`config.mk`:
```
export PLATFORM = sky130hd
export DESIGN_NAME = vtp_queue
export DESIGN_NICKNAME = d
export VERILOG_FILES = /design/src/design/vtp_pkg.sv /design/src/design/vtp_queue.sv
export SDC_FILE = /design/constraint.sdc
export NUM_CORES = 1
export LEC_CHECK = 0
export BUFFER_PORTS_ARGS = -buffer_cell sky130_fd_sc_hd__buf_2
export CAP_MARGIN = 10
export CORE_MARGIN = 2
export CORE_UTILIZATION = 41
export CTS_CLUSTER_SIZE = 10
export DETAILED_ROUTE_END_ITERATION = 8
export PLACE_DENSITY = 0.59
export SYNTH_ARGS = -nofsm -noshare
export SYNTH_HDL_FRONTEND = slang
export SYNTH_SLANG_ARGS = --single-unit
```
`constraint.sdc`:
```
create_clock -name clk -period 7.9 [get_ports clk]
set_input_delay 1.58 -clock clk [delete_from_list [all_inputs] [get_ports clk]]
set_output_delay 1.58 -clock clk [all_outputs]
set_load 0.005 [all_outputs]
```
`src/design/vtp_pkg.sv`:
```
`timescale 1ns / 1ps

package vtp_pkg;

	localparam int FRAC_BITS   = 16;
	localparam int VALUE_WIDTH = 32;
	localparam int ELEM_W      = 32;
	localparam int CMD_W       = 3;
	localparam int IDX_W       = 4;
	localparam int MAT_N       = 16;
	localparam int CFG_W       = 16;
	localparam int CFG_IDX_W   = 2;

	// Product of an element and a vertex coordinate, the sum of three of them plus a
	// translation term, and the dot product after dropping the fraction bits.
	localparam int PROD_W = 2 * ELEM_W;
	localparam int SUM_W  = PROD_W + 2;
	localparam int DOT_W  = SUM_W - FRAC_BITS;
	// Quotient bits kept by the divider; anything larger saturates anyway.
	localparam int QUO_W  = VALUE_WIDTH + 1;
	localparam int DIV_LAT = QUO_W + 1;
	// Viewport mapping widths.
	localparam int MAPP_W = VALUE_WIDTH + 1 + CFG_W + 1;
	localparam int MAPS_W = MAPP_W + 1;

	localparam int Q_DEPTH = 4;
	localparam int Q_PTR_W = 2;

	typedef enum logic [CMD_W-1:0] {
		CMD_LOAD    = 3'd0,
		CMD_HOMOG   = 3'd1,
		CMD_POINT   = 3'd2,
		CMD_NORMAL  = 3'd3,
		CMD_PROJECT = 3'd4
	} cmd_t;

	localparam logic [CFG_IDX_W-1:0] CFG_LEFT   = 2'd0;
	localparam logic [CFG_IDX_W-1:0] CFG_TOP    = 2'd1;
	localparam logic [CFG_IDX_W-1:0] CFG_WIDTH  = 2'd2;
	localparam logic [CFG_IDX_W-1:0] CFG_HEIGHT = 2'd3;

	typedef logic signed [ELEM_W-1:0]      elem_t;
	typedef logic signed [PROD_W-1:0]      prod_t;
	typedef logic signed [SUM_W-1:0]       sum_t;
	typedef logic signed [DOT_W-1:0]       dot_t;
	typedef logic signed [VALUE_WIDTH-1:0] val_t;

	localparam elem_t FX_ONE  = elem_t'(1 << FRAC_BITS);
	localparam val_t  VAL_MAX = {1'b0, {(VALUE_WIDTH-1){1'b1}}};
	localparam val_t  VAL_MIN = {1'b1, {(VALUE_WIDTH-1){1'b0}}};

	typedef struct packed {
		cmd_t  cmd;
		elem_t x;
		elem_t y;
		elem_t z;
	} vtx_t;

	typedef struct packed {
		logic empty;
		logic full;
	} q_stat_t;

	typedef struct packed {
		val_t v;
		logic s;
	} clamp_t;

	typedef struct packed {
		cmd_t       cmd;
		logic       zw;
		logic [2:0] neg;
		val_t       rx;
		val_t       ry;
		val_t       rz;
		val_t       rw;
		logic       sat;
	} side_t;

endpackage

```
`src/design/vtp_queue.sv`:
```
`timescale 1ns / 1ps

module vtp_queue (
	input  logic           clk,
	input  logic           arst_n,
	input  logic           push,
	input  vtp_pkg::vtx_t  wdata,
	input  logic           pop,
	output vtp_pkg::vtx_t  rdata,
	output vtp_pkg::q_stat_t stat
);
	import vtp_pkg::*;

	vtx_t               mem_q [Q_DEPTH];
	logic [Q_PTR_W-1:0] wr_ptr_q;
	logic [Q_PTR_W-1:0] rd_ptr_q;
	logic [Q_PTR_W:0]   count_q;
	logic               do_push;
	logic               do_pop;

	assign stat.empty = (count_q == '0);
	assign stat.full  = (count_q == (Q_PTR_W+1)'(Q_DEPTH));
	assign do_push    = push && !stat.full;
	assign do_pop     = pop && !stat.empty;
	assign rdata      = mem_q[rd_ptr_q];

	always_ff @(posedge clk or negedge arst_n) begin
		if (!arst_n) begin
			wr_ptr_q <= '0;
			rd_ptr_q <= '0;
			count_q  <= '0;
		end else begin
			if (do_push) wr_ptr_q <= wr_ptr_q + 1'b1;
			if (do_pop) rd_ptr_q <= rd_ptr_q + 1'b1;
			if (do_push && !do_pop) count_q <= count_q + 1'b1;
			else if (do_pop && !do_push) count_q <= count_q - 1'b1;
		end
	end

	always_ff @(posedge clk) begin
		if (do_push) mem_q[wr_ptr_q] <= wdata;
	end

endmodule

```
Word level (Yosys, flattened, before mapping)

Memory sizes are Yosys's and may differ from the RTL's.
Index checks and enable logic that the tools add are counted.

$add $sub $neg: 4
Multiply operators: 0
Divide/modulo/power cells: 0
Order comparisons: 0
Eq/ne operators: 1
Shifts and indexed selects: 0
Mux-type cells: 4
Bitwise gates (word level): 0
Reductions and logical operators: 10

Operators with widths:

| cell                | number |
|---|---|
| $mux 3              | 2 |
| $add 2x1->2 const B | 2 |
| $logic_and 1x1->1   | 4 |
| $logic_not 1->1     | 4 |
| $add 3x1->3 const B | 1 |
| $eq 3x3->1 const B  | 1 |
| $logic_not 3->1     | 1 |
| $sub 3x1->3 const B | 1 |
| $mux 1              | 2 |
| $reduce_bool 2->1   | 1 |

Register bits after elaboration: 7
Latch bits: 0
Bits in writable memories: 396
Bits in read-only memories: 0
Output and inout bits: 101
Memories: 1

Memory list:

| name  | depth | width | rd ports | clocked after Yosys merged registers in | wr ports | line            | text |
|---|---|---|---|---|---|---|---|
| mem_q | 4     | 99    | 1        | 0                                       | 1        | vtp_queue.sv:14 | `vtx_t mem_q [Q_DEPTH];` |

Depth between registers and ports, before layout

Depth after elaboration: 7
Gate-level depth with buffers: 9
Gate-level depth less buffers: 8

Least setup slack after synthesis

No wires, ideal clock.

Path kind: input to register
Start point: in push
End point: mem mem_q[0][0] (netlist bit), enable pin
Setup time: 0.469 ns
Arrival time: 4.151 ns
Data required time: 7.431 ns
Path slack: 3.280 ns
Cell stages on the path: 3
Buffers on the path: 1
Cells stage by stage: nor2b_1 > buf_2 > and2_1

Word-level cells in the longest chain between the ends: 3

RTL lines:

| what                         | line            | text |
|---|---|---|
| start: declaration           | vtp_queue.sv:6  | `input logic push,` |
| $logic_and 1x1->1            | vtp_queue.sv:23 | `assign do_push = push && !stat.full;` |
| via do_push                  | vtp_queue.sv:18 | `logic do_push;` |
| $mux 1                       | vtp_queue.sv:41 | `if (do_push) mem_q[wr_ptr_q] <= wdata;` |
| $mux 1 (not written as such) | vtp_queue.sv:41 |  |
| end: declaration             | vtp_queue.sv:14 |  |

The timed path passes the listed nets, and every way through them passes these cells.

==> impl_metrics.sql <==
INSERT INTO impl_metrics (metric_group, metric, value, unit) VALUES
('die', 'design.die.area', '37400', 'um2'),
('drt', 'detailroute.wirelength.met3', '1900', 'um'),
('critical_path', 'r2r-start', 'count_q[2]', ''),
('synth', 'synth.top_cells.by_area', 'edfxtp_1 81%, mux4_2 15%, dfrtp_1 1.2%, buf_6 0.77%, ha_1 0.43%', ''),
('synth', 'post_synthesis_instance_area', '14700', 'um2'),
('cts', 'worst_setup_hold_path_clk_slew', '0.05', 'ns'),
('synth', 'yosysTopAreaCell', 'edfxtp_1', ''),
('cts', 'clock_sinks', '403', ''),
('drt', 'per_cell_routed_wire_length', '22.3', 'um'),
('die', 'num_rows', '69', ''),
('finish', 'num_antenna_cells', '0', ''),
('timing', 'final_max_slew_viol_count', '0', ''),
('timing', 'hold_violations', '0', ''),
('critical_path', 'critical_path.reg2reg.endpoint', 'mem_q[2][67]', ''),
('die', 'initial_standard_cell_utilization_of_the_core', '0.415', ''),
('cts', 'tritoncts', 'done', ''),
('synth', 'yosys-top-cells-count', '396 x edfxtp_1, 99 x mux4_2, 10 x buf_2, 10 x buf_6, 7 x dfrtp_1', ''),
('status', 'outcome', 'completed', ''),
('drt', 'remaining_drc_errors', '0', ''),
('place', 'hpwlAfterDp', '16900', 'um'),
('place', 'numPortBuffers', '203', ''),
('cts', 'h-tree-depth', '2', ''),
('critical_path', 'worstSetupStartpointType', 'flip-flop', ''),
('critical_path', 'timing.setup.critical_path_class', 'reg2out', ''),
('drt', 'vias_per_cell', '5.20', ''),
('synth', 'share_of_yosys_cell_area_claimed_by_the_top_area_cell_type', '0.808', ''),
('finish', 'post_route_cells_drive_above_1_share', '0.461', ''),
('drt', 'antenna_violating_nets_left', '0', ''),
('die', 'boundaryPins', '204', ''),
('synth', 'yosys_warnings', '0', ''),
('synth', 'synth_sequential_area_ratio', '0.820', ''),
('cts', 'cts_setup_buffers', '0', ''),
('drt', 'top_layer', 'met5', ''),
('power_and_ir_drop', 'power_density', '375', 'nW/um2'),
('synth', 'post-synth-top-count-cell', 'edfxtp_1', ''),
('drt', 'num_vias', '6564', ''),
('timing', 'fmax', '220', 'MHz'),
('die', 'design.core.area', '35500', 'um2'),
('place', 'globalplace.congestion', '0.723', ''),
('power_and_ir_drop', 'ir_worst_vdd', '306', 'uV'),
('die', 'die-height', '193', 'um'),
('drt', 'drt_iter0_drc', '349', ''),
('finish', 'seqCellArea', '12100', 'um2'),
('cts', 'cts_root_buf', 'clkbuf_16', ''),
('critical_path', 'crit_path_end_kind', 'output port', ''),
('synth', 'synth_enable_flop_cells', '396', ''),
('min_path', 'timing.hold.worst.class', 'reg2reg', ''),
('global_routing', 'grt_antenna_before_repair', '2', ''),
('drt', 'wl_met2', '13700', 'um'),
('global_routing', 'grt_first_pass_wirelength', '43800', 'um'),
('timing', 'final.period_utilization', '0.575', ''),
('die', 'overall_die_width', '193', 'um'),
('critical_path', 'cp_data_arrival_time', '2.97', 'ns'),
('drt', 'met1Wirelength', '11900', 'um'),
('min_path', 'worst_hold_path.endpoint', 'count_q[2]', ''),
('cts', 'cts_resized', '0', ''),
('critical_path', 'crit_start', 'rd_ptr_q[0]', ''),
('timing', 'finalSetupTns', '0', 'ns'),
('critical_path', 'cp_data_required_time', '6.32', 'ns'),
('flow_run', 'max_cap_violations', '0', ''),
('global_routing', 'grt_start_max_net_pins', '60', ''),
('power_and_ir_drop', 'leakage', '0.00594', 'uW'),
('global_routing', 'grt_pass1_vias', '7431', ''),
('cts', 'post_cts_hold_buffer_count', '0', ''),
('drt', 'drt_first_pass_iters', '6', ''),
('timing', 'setup-violations-final', '0', ''),
('power_and_ir_drop', 'design_power_total', '6570', 'uW'),
('finish', 'multi_input_logic_area', '2460', 'um2'),
('timing', 'slew_headroom', '0.273', ''),
('timing', 'final_period_minus_worst_setup_slack', '4.55', 'ns'),
('synth', 'yosys.cell_types.count', '20', '');
## registers in the layout, indices dropped and copies added (netlist names)
| register | count |
|---|---|
| count_q | 3 |
| mem_q | 396 |
| rd_ptr_q | 2 |
| wr_ptr_q | 2 |
## worst max-delay path, cell delays in order (launching register included)
cell and delay (ns):
dfrtp_4 1.13, buf_12 0.48, mux4_2 0.63, buf_2 0.16
## placed cells by master, fill, tap and decap left out, types with 2 or more instances in the layout
cell       instances
edfxtp_1         396
ha_1               5
clkbuf_1          10
inv_1              4
xor2_1             2
buf_2            203
and2_4             4
xnor2_1            4
dfrtp_1            5
clkbuf_16         49
mux2_2             2
buf_4              5
clkinv_2           2
mux4_2            99
dfrtp_4            2
## where the power goes
part,switching [uW],internal [uW]
clock,747,1140
combinational,807,831
sequential,219,2830
total,1770,4800
## per-stage QoR
step | instances | setup slack (ns) | area [um2] | util
floorplan | 553 | 3.28 | 14700 | -
global placement | 1200 | 3.84 | 16200 | 0.457
detailed placement | 1200 | 3.78 | 16200 | 0.457
CTS | 1263 | 3.19 | 17500 | 0.493
global route | 1263 | 3.07 | 17500 | 0.493
finish | 1263 | 3.35 | 17500 | 0.493
## area by class of cell
| cell class | count | area share |
|---|---|---|
| Sequential cell | 403 | 0.690 |
| Clock buffer | 59 | 0.0722 |
| Clock inverter | 4 | 0.00272 |
| Tap cell | 461 | 0.0329 |
| Inverter | 4 | 0.000857 |
| Multi-Input combinational cell | 123 | 0.140 |
| Timing Repair Buffer | 209 | 0.0613 |
## kinds of logic after synthesis
group         after synthesis  synth area share
flops                     403             0.820
mux                       101             0.153
buf+inv                    27            0.0134
simple gates               10           0.00425
xor+xnor                    6           0.00357
fa+ha+maj                   6           0.00561
## worst max path at each step
stage                    to  cells past startpoint
5_1_grt           rdata[82]                      3
6_report          rdata[82]                      3
3_5_place_dp   mem_q[0][70]                      4
4_1_cts           rdata[82]                      3
2_1_floorplan   mem_q[0][0]                      3
3_3_place_gp      rdata[82]                      3
## metal layers
| layer | GRT usage | up-vias |
|---|---|---|
| met5 | 0 | - |
| met4 | 0.0430 | 4 |
| met3 | 0.0441 | 55 |
| met2 | 0.247 | 200 |
| met1 | 0.204 | 3461 |
| li1 | - | 2844 |
Note: power is estimated with default switching activity, not from simulation.
