File: src/design/vtp_pkg.sv
`timescale 1ns / 1ps

package vtp_pkg;

	localparam int FRAC_BITS   = 16;
	localparam int VALUE_WIDTH = 32;
	localparam int ELEM_W      = 32;
	localparam int CMD_W       = 3;
	localparam int IDX_W       = 4;
	localparam int MAT_N       = 16;
	localparam int CFG_W       = 16;
	localparam int CFG_IDX_W   = 2;

	// Product of an element and a vertex coordinate, the sum of three of them plus a
	// translation term, and the dot product after dropping the fraction bits.
	localparam int PROD_W = 2 * ELEM_W;
	localparam int SUM_W  = PROD_W + 2;
	localparam int DOT_W  = SUM_W - FRAC_BITS;
	// Quotient bits kept by the divider; anything larger saturates anyway.
	localparam int QUO_W  = VALUE_WIDTH + 1;
	localparam int DIV_LAT = QUO_W + 1;
	// Viewport mapping widths.
	localparam int MAPP_W = VALUE_WIDTH + 1 + CFG_W + 1;
	localparam int MAPS_W = MAPP_W + 1;

	localparam int Q_DEPTH = 4;
	localparam int Q_PTR_W = 2;

	typedef enum logic [CMD_W-1:0] {
		CMD_LOAD    = 3'd0,
		CMD_HOMOG   = 3'd1,
		CMD_POINT   = 3'd2,
		CMD_NORMAL  = 3'd3,
		CMD_PROJECT = 3'd4
	} cmd_t;

	localparam logic [CFG_IDX_W-1:0] CFG_LEFT   = 2'd0;
	localparam logic [CFG_IDX_W-1:0] CFG_TOP    = 2'd1;
	localparam logic [CFG_IDX_W-1:0] CFG_WIDTH  = 2'd2;
	localparam logic [CFG_IDX_W-1:0] CFG_HEIGHT = 2'd3;

	typedef logic signed [ELEM_W-1:0]      elem_t;
	typedef logic signed [PROD_W-1:0]      prod_t;
	typedef logic signed [SUM_W-1:0]       sum_t;
	typedef logic signed [DOT_W-1:0]       dot_t;
	typedef logic signed [VALUE_WIDTH-1:0] val_t;

	localparam elem_t FX_ONE  = elem_t'(1 << FRAC_BITS);
	localparam val_t  VAL_MAX = {1'b0, {(VALUE_WIDTH-1){1'b1}}};
	localparam val_t  VAL_MIN = {1'b1, {(VALUE_WIDTH-1){1'b0}}};

	typedef struct packed {
		cmd_t  cmd;
		elem_t x;
		elem_t y;
		elem_t z;
	} vtx_t;

	typedef struct packed {
		logic empty;
		logic full;
	} q_stat_t;

	typedef struct packed {
		val_t v;
		logic s;
	} clamp_t;

	typedef struct packed {
		cmd_t       cmd;
		logic       zw;
		logic [2:0] neg;
		val_t       rx;
		val_t       ry;
		val_t       rz;
		val_t       rw;
		logic       sat;
	} side_t;

endpackage

File: src/design/vtp_front.sv
`timescale 1ns / 1ps

module vtp_front (
	input  logic                          clk,
	input  logic                          arst_n,
	input  logic                          in_valid,
	output logic                          in_ready,
	input  logic [vtp_pkg::CMD_W-1:0]     command,
	input  logic [vtp_pkg::IDX_W-1:0]     elem_index,
	input  vtp_pkg::elem_t                elem_value,
	input  vtp_pkg::elem_t                in_x,
	input  vtp_pkg::elem_t                in_y,
	input  vtp_pkg::elem_t                in_z,
	input  vtp_pkg::q_stat_t              q_stat,
	output logic                          q_push,
	output vtp_pkg::vtx_t                 q_wdata,
	output vtp_pkg::elem_t                mat [vtp_pkg::MAT_N]
);
	import vtp_pkg::*;

	cmd_t  cmd;
	logic  is_load;
	logic  is_vtx;
	elem_t mat_q [MAT_N];

	assign cmd = cmd_t'(command);

	// A load waits until every queued vertex has been multiplied, so a
	// vertex always sees the matrix that stood when it was accepted.
	always_comb begin
		is_load = 1'b0;
		is_vtx  = 1'b0;
		unique case (cmd) inside
			CMD_LOAD:                                      is_load = 1'b1;
			CMD_HOMOG, CMD_POINT, CMD_NORMAL, CMD_PROJECT: is_vtx  = 1'b1;
			default: ;
		endcase
	end

	assign in_ready = is_load ? q_stat.empty : (is_vtx ? !q_stat.full : 1'b1);
	assign q_push   = in_valid && is_vtx && !q_stat.full;
	assign q_wdata  = '{cmd: cmd, x: in_x, y: in_y, z: in_z};

	always_ff @(posedge clk or negedge arst_n) begin
		if (!arst_n) begin
			for (int i = 0; i < MAT_N; i++) begin
				mat_q[i] <= (i % 5 == 0) ? FX_ONE : '0;
			end
		end else if (in_valid && is_load && q_stat.empty) begin
			mat_q[elem_index] <= elem_value;
		end
	end

	assign mat = mat_q;

endmodule

File: config.mk
export PLATFORM = sky130hd
export DESIGN_NAME = vtp_front
export DESIGN_NICKNAME = d
export VERILOG_FILES = /design/src/design/vtp_pkg.sv /design/src/design/vtp_front.sv
export SDC_FILE = /design/constraint.sdc
export NUM_CORES = 1
export LEC_CHECK = 0
export BUFFER_PORTS_ARGS = -buffer_cell sky130_fd_sc_hd__buf_4
export CAP_MARGIN = 20
export CORE_AREA = 2 2 291 293
export DETAILED_ROUTE_END_ITERATION = 6
export DIE_AREA = 0 0 293 295
export SYNTH_ARGS = -nofsm -noshare
export SYNTH_HDL_FRONTEND = slang
export SYNTH_SLANG_ARGS = --single-unit
File: constraint.sdc
create_clock -name clk -period 0.9 [get_ports clk]
set_input_delay 0.09 -clock clk [delete_from_list [all_inputs] [get_ports clk]]
set_output_delay 0.09 -clock clk [all_outputs]
set_load 0.05 [all_outputs]
Word level (Yosys, flattened, before mapping)
Cells that the tools add are included.
Widths: inputs -> output; s select.
{"block": "totals", "register_bits": 512, "out_inout_bits": 613}
{"block": "op_classes", "magnitude_cmp": 2, "n_eq_ne": 4, "muxes": 7, "bitwise_logic": 1, "reduce_logical": 8}
{"op": "$bwmux 512", "n": 1}
{"op": "$demux 32 s4", "n": 1}
{"op": "$mux 32", "n": 1}
{"op": "$eq 3x2->1 const B", "n": 2}
{"op": "$ge 5x5->1 const B", "n": 1}
{"op": "$logic_and 1x1->1", "n": 5}
{"op": "$lt 5x1->1 const B", "n": 1}
{"op": "$not 4->5", "n": 1}
{"op": "$mux 1", "n": 4}
{"op": "$reduce_or 4->1", "n": 1}
{"op": "$eq 3x1->1 const B", "n": 1}
{"op": "$eq 3x3->1 const B", "n": 1}
{"op": "$logic_not 3->1", "n": 1}
{"op": "$logic_not 1->1", "n": 1}

Longest topological paths before layout
{"block": "depth", "word_depth": 6, "ltp_mapped": 6, "depth_no_buf": 3}

Worst setup path before layout
No wires, ideal clock.
{"block": "synth_timing", "path_type": "input-to-output", "start": "input port command[1] (netlist bit)", "end": "output port q_push", "t_arrival_ns": 1.467, "slack_ns": -0.657, "path_stages": 3, "path_buffers": 0, "cell_sequence": "nor2_1 xor2_1 nor3b_1"}
{"block": "synth_between", "elab_chain_cells": 5, "word_cells_on_any_way": 8, "classes_between": "4 x eq/ne; 1 x mux; 3 x reduce/logical"}
{"item": "start, declared", "line": "vtp_front.sv:8", "source": "input logic [vtp_pkg::CMD_W-1:0] command,"}
{"item": "$eq 3x1->1 (no line) (tied with other cells)"}
{"item": "$reduce_or 4->1 (*)", "line": "vtp_front.sv:33", "source": "unique case (cmd) inside"}
{"item": "$mux 1 (*)", "line": "vtp_front.sv:33"}
{"item": "$logic_and 1x1->1 (*) (2 in a row)", "line": "vtp_front.sv:41", "source": "assign q_push = in_valid && is_vtx && !q_stat.full;"}
{"item": "end, declared", "line": "vtp_front.sv:15", "source": "output logic q_push,"}
Mark *: on every way between the ends. The rest lies on a longest branch, timed or not.

Worst setup path after layout
{"block": "layout_timing", "start": "register mat_q (netlist bit mat[16])", "end": "output port mat[16] (netlist bit)"}
{"item": "start, declared", "line": "vtp_front.sv:24", "source": "elem_t mat_q [MAT_N];"}
{"item": "start signal, assigned by index", "line": "vtp_front.sv:47", "source": "mat_q[i] <= (i % 5 == 0) ? FX_ONE : '0;"}
{"item": "start signal, assigned by index", "line": "vtp_front.sv:50", "source": "mat_q[elem_index] <= elem_value;"}
{"item": "end, declared", "line": "vtp_front.sv:17", "source": "output vtp_pkg::elem_t mat [vtp_pkg::MAT_N]"}
No word-level cell between the ends.

==> out/qor.yml <==
status:
  outcome: "finished with violations"
  violations: "setup timing"
place:
  preCtsSetupSlack_ps: -955
  gp_congestion: 0.774
  hpwl_mm: 47.9
  io_buffer_count: 560
timing:
  setup_viol: 1025
  fin_crit_ps: 1400
  post-route-period-util: 1.55
  drv_slew: 0
  setup_ws_ps: -498
  slew_headroom: 0.726
  finalHoldViolCount: 0
  tightest_slew_ps: 410
  finClkSkew_ps: 0
  fmax_mhz: 715
  grt_setup_unrepaired: "yes"
cts:
  clk_path_buf_depth: 3
  cts_root_buf: "clkbuf_16"
  clk_latency_ps: 580
  clk_pin_slew_ps: 60
  ctsHtreeMaxLevel: 2
  cts.sinks: 512
  cts_buffers: 56
  cts_tree: "done"
min_path:
  worstHoldPathType: "in2reg"
  worstHoldStart: "elem_value[13]"
floorplanning:
  start_util: 0.239
  core_um2: 83200
  die_area_um2: 86400
  io_pins: 753
  rows: 106
  dieWidth_um: 293
  die_h_um: 295
worst_setup_path:
  critPathSlowestCell: "dfstp_2"
  slowest_delay_ps: 560
  cp_max_fo: 2
  crit_start: "mat[16]$_DFFE_PN1P_"
  cp_top_family: "flip-flops"
  start_kind: "register"
  r2r_start: "mat[17]$_DFFE_PN0P_"
  crit_arrival_ps: 1310
  crit_path_cell_trace: "buf_8"
  worst-path-buf-inv: 1
  critPathCaptureType: "output port"
  path_class: "reg2out"
  critical_path_required_ps: 810
power_and_ir_drop:
  ir_drop_uv: 1350
  p_per_area_nw_per_um2: 1850
  p_leak_nw: 16.3
grt:
  antenna_found_initial: 5
  overflow: 0
  groute.usage.overall: 0.160
  grt_pass1_wl_mm: 102
  first_global_vias: 14300
  grt_max_degree: 74
synth:
  syn_area_um2: 19900
  syn_inst: 1237
  synth_nets: 1377
  yosysSeqAreaShare: 0.644
  yosysWarnings: 0
  avgSynthCellArea_um2: 16.1
  ys_types: 23
  synth_seq_cells: 512
layout:
  final_nets: 2079
  finish.utilization: 0.383
  drive_above_1_share: 0.719
  largest_reg_flops: 512
  syn_to_final_growth_pct: 60.0
route:
  drtIter0Drc: 383
  wirelength_mm: 74.1
  drc_errors: 0
  viasPerCell: 4.29
  vias: 13200
  postRouteAntennaNets: 0
  drt-wirelength-per-cell_um: 24.1
  first_pass_iters: 4
job:
  maxCapViolCount: 0
-- repair_timing --
action	in CTS	in global routing
gates cloned	9	15
pin swaps	11	9
resized for setup	575	46
hold endpoints to repair	974	0
setup buffers	83	58
hold buffers	32	0
setup endpoints to repair	696	1026
-- cell usage in the layout, fill, tap and decap left out, drive strengths merged --
master       netlist  layout
nor3               1       1
and4b              1       1
a21oi              1       1
mux2             512     512
dfrtp            508     508
a31oi              1       1
nor4bb             1       1
dlygate4sd3        0      32
dfstp              4       4
nor2               2       2
nand4              2       2
and4               2       2
bufinv             0       6
clkbuf            35      94
diode              0       4
inv                0       2
nand3             12      12
o21ai              1       1
nor3b              2       2
nor2b              2       2
buf              148     783
clkinvlp           0       5
or3                1       1
xor2               1       1
clkinv             0       9
-- synthesized netlist by cell type (all sizes together) --
library cell / number / area [µm²]
o21ai: 1 / 5.00
mux2: 512 / 5770
nand3: 12 / 60.1
nor2: 2 / 7.51
clkbuf: 35 / 134
buf: 148 / 1000
or3: 1 / 6.26
nor3b: 2 / 20.0
a21oi: 1 / 5.00
nor2b: 2 / 12.5
dfstp: 4 / 105
and4: 2 / 17.5
nor4bb: 1 / 10.0
a31oi: 1 / 6.26
dfrtp: 508 / 12700
nand4: 2 / 12.5
nor3: 1 / 10.0
and4b: 1 / 10.0
xor2: 1 / 8.76
-- cell type report --
cell class | instances | area, µm²
fillers | 7650 | 51300
multi-input cells | 542 | 6440
flip-flops and latches | 512 | 12800
clock inverters | 22 | 292
diodes | 4 | 10.0
repair buffers | 827 | 9290
clock buffers | 82 | 1660
well taps | 1080 | 1350
-- path summary, 6_finish.rpt --
kind	endpoint	slack, ps	depth (start not counted)
max	mat[16]	-500	1
min	mat[13]$_DFFE_PN0P_	20	2
max reg2reg	mat[17]$_DFFE_PN0P_	-120	3
min reg2reg	mat[474]$_DFFE_PN0P_	530	1
max in group asynchronous	mat[414]$_DFFE_PN0P_	270	4
min in group asynchronous	mat[128]$_DFFE_PN0P_	80	3
-- stage by stage --
stage	total power [W]	hold slack, ps	setup TNS, ps	area (µm²)	std cells
final	0.0590	17.6	-242800	31900	3069
after global routing	0.0613	6.62	-273110	31900	3067
after CTS	0.0596	0.592	-213080	30900	2997
after detailed placement	0.0340	84.3	-337470	25600	2769
after global placement	0.0338	79.3	-343160	25600	2769
after floorplan	0.0314	-206	-181640	20400	1237
-- layer usage --
| metal | wire length [µm] | track usage | up-vias |
|---|---|---|---|
| met5 | 13 | 0 | - |
| met4 | 2410 | 0.0577 | 2 |
| met3 | 5060 | 0.0432 | 133 |
| met2 | 36300 | 0.267 | 508 |
| met1 | 30400 | 0.200 | 6854 |
| li1 | - | - | 5656 |
-- report_power, final --
group / internal [W] / total (W) / switching [W]
Combinational: 0.00379 / 0.0101 / 0.00626
Sequential: 0.0241 / 0.0250 / 0.000840
Clock: 0.0145 / 0.0240 / 0.00949
-- cells by family (layout without fill, tap and decap cells) --
logic type,after synthesis,after routing,share of synthesized area
other cells,0,4,0
xor+xnor,1,1,0.000440
buf+inv,183,931,0.0571
compound gates,3,3,0.000817
simple gates,26,26,0.00836
flops,512,512,0.644
mux,512,512,0.290
Note: power is estimated with default switching activity, not from simulation.
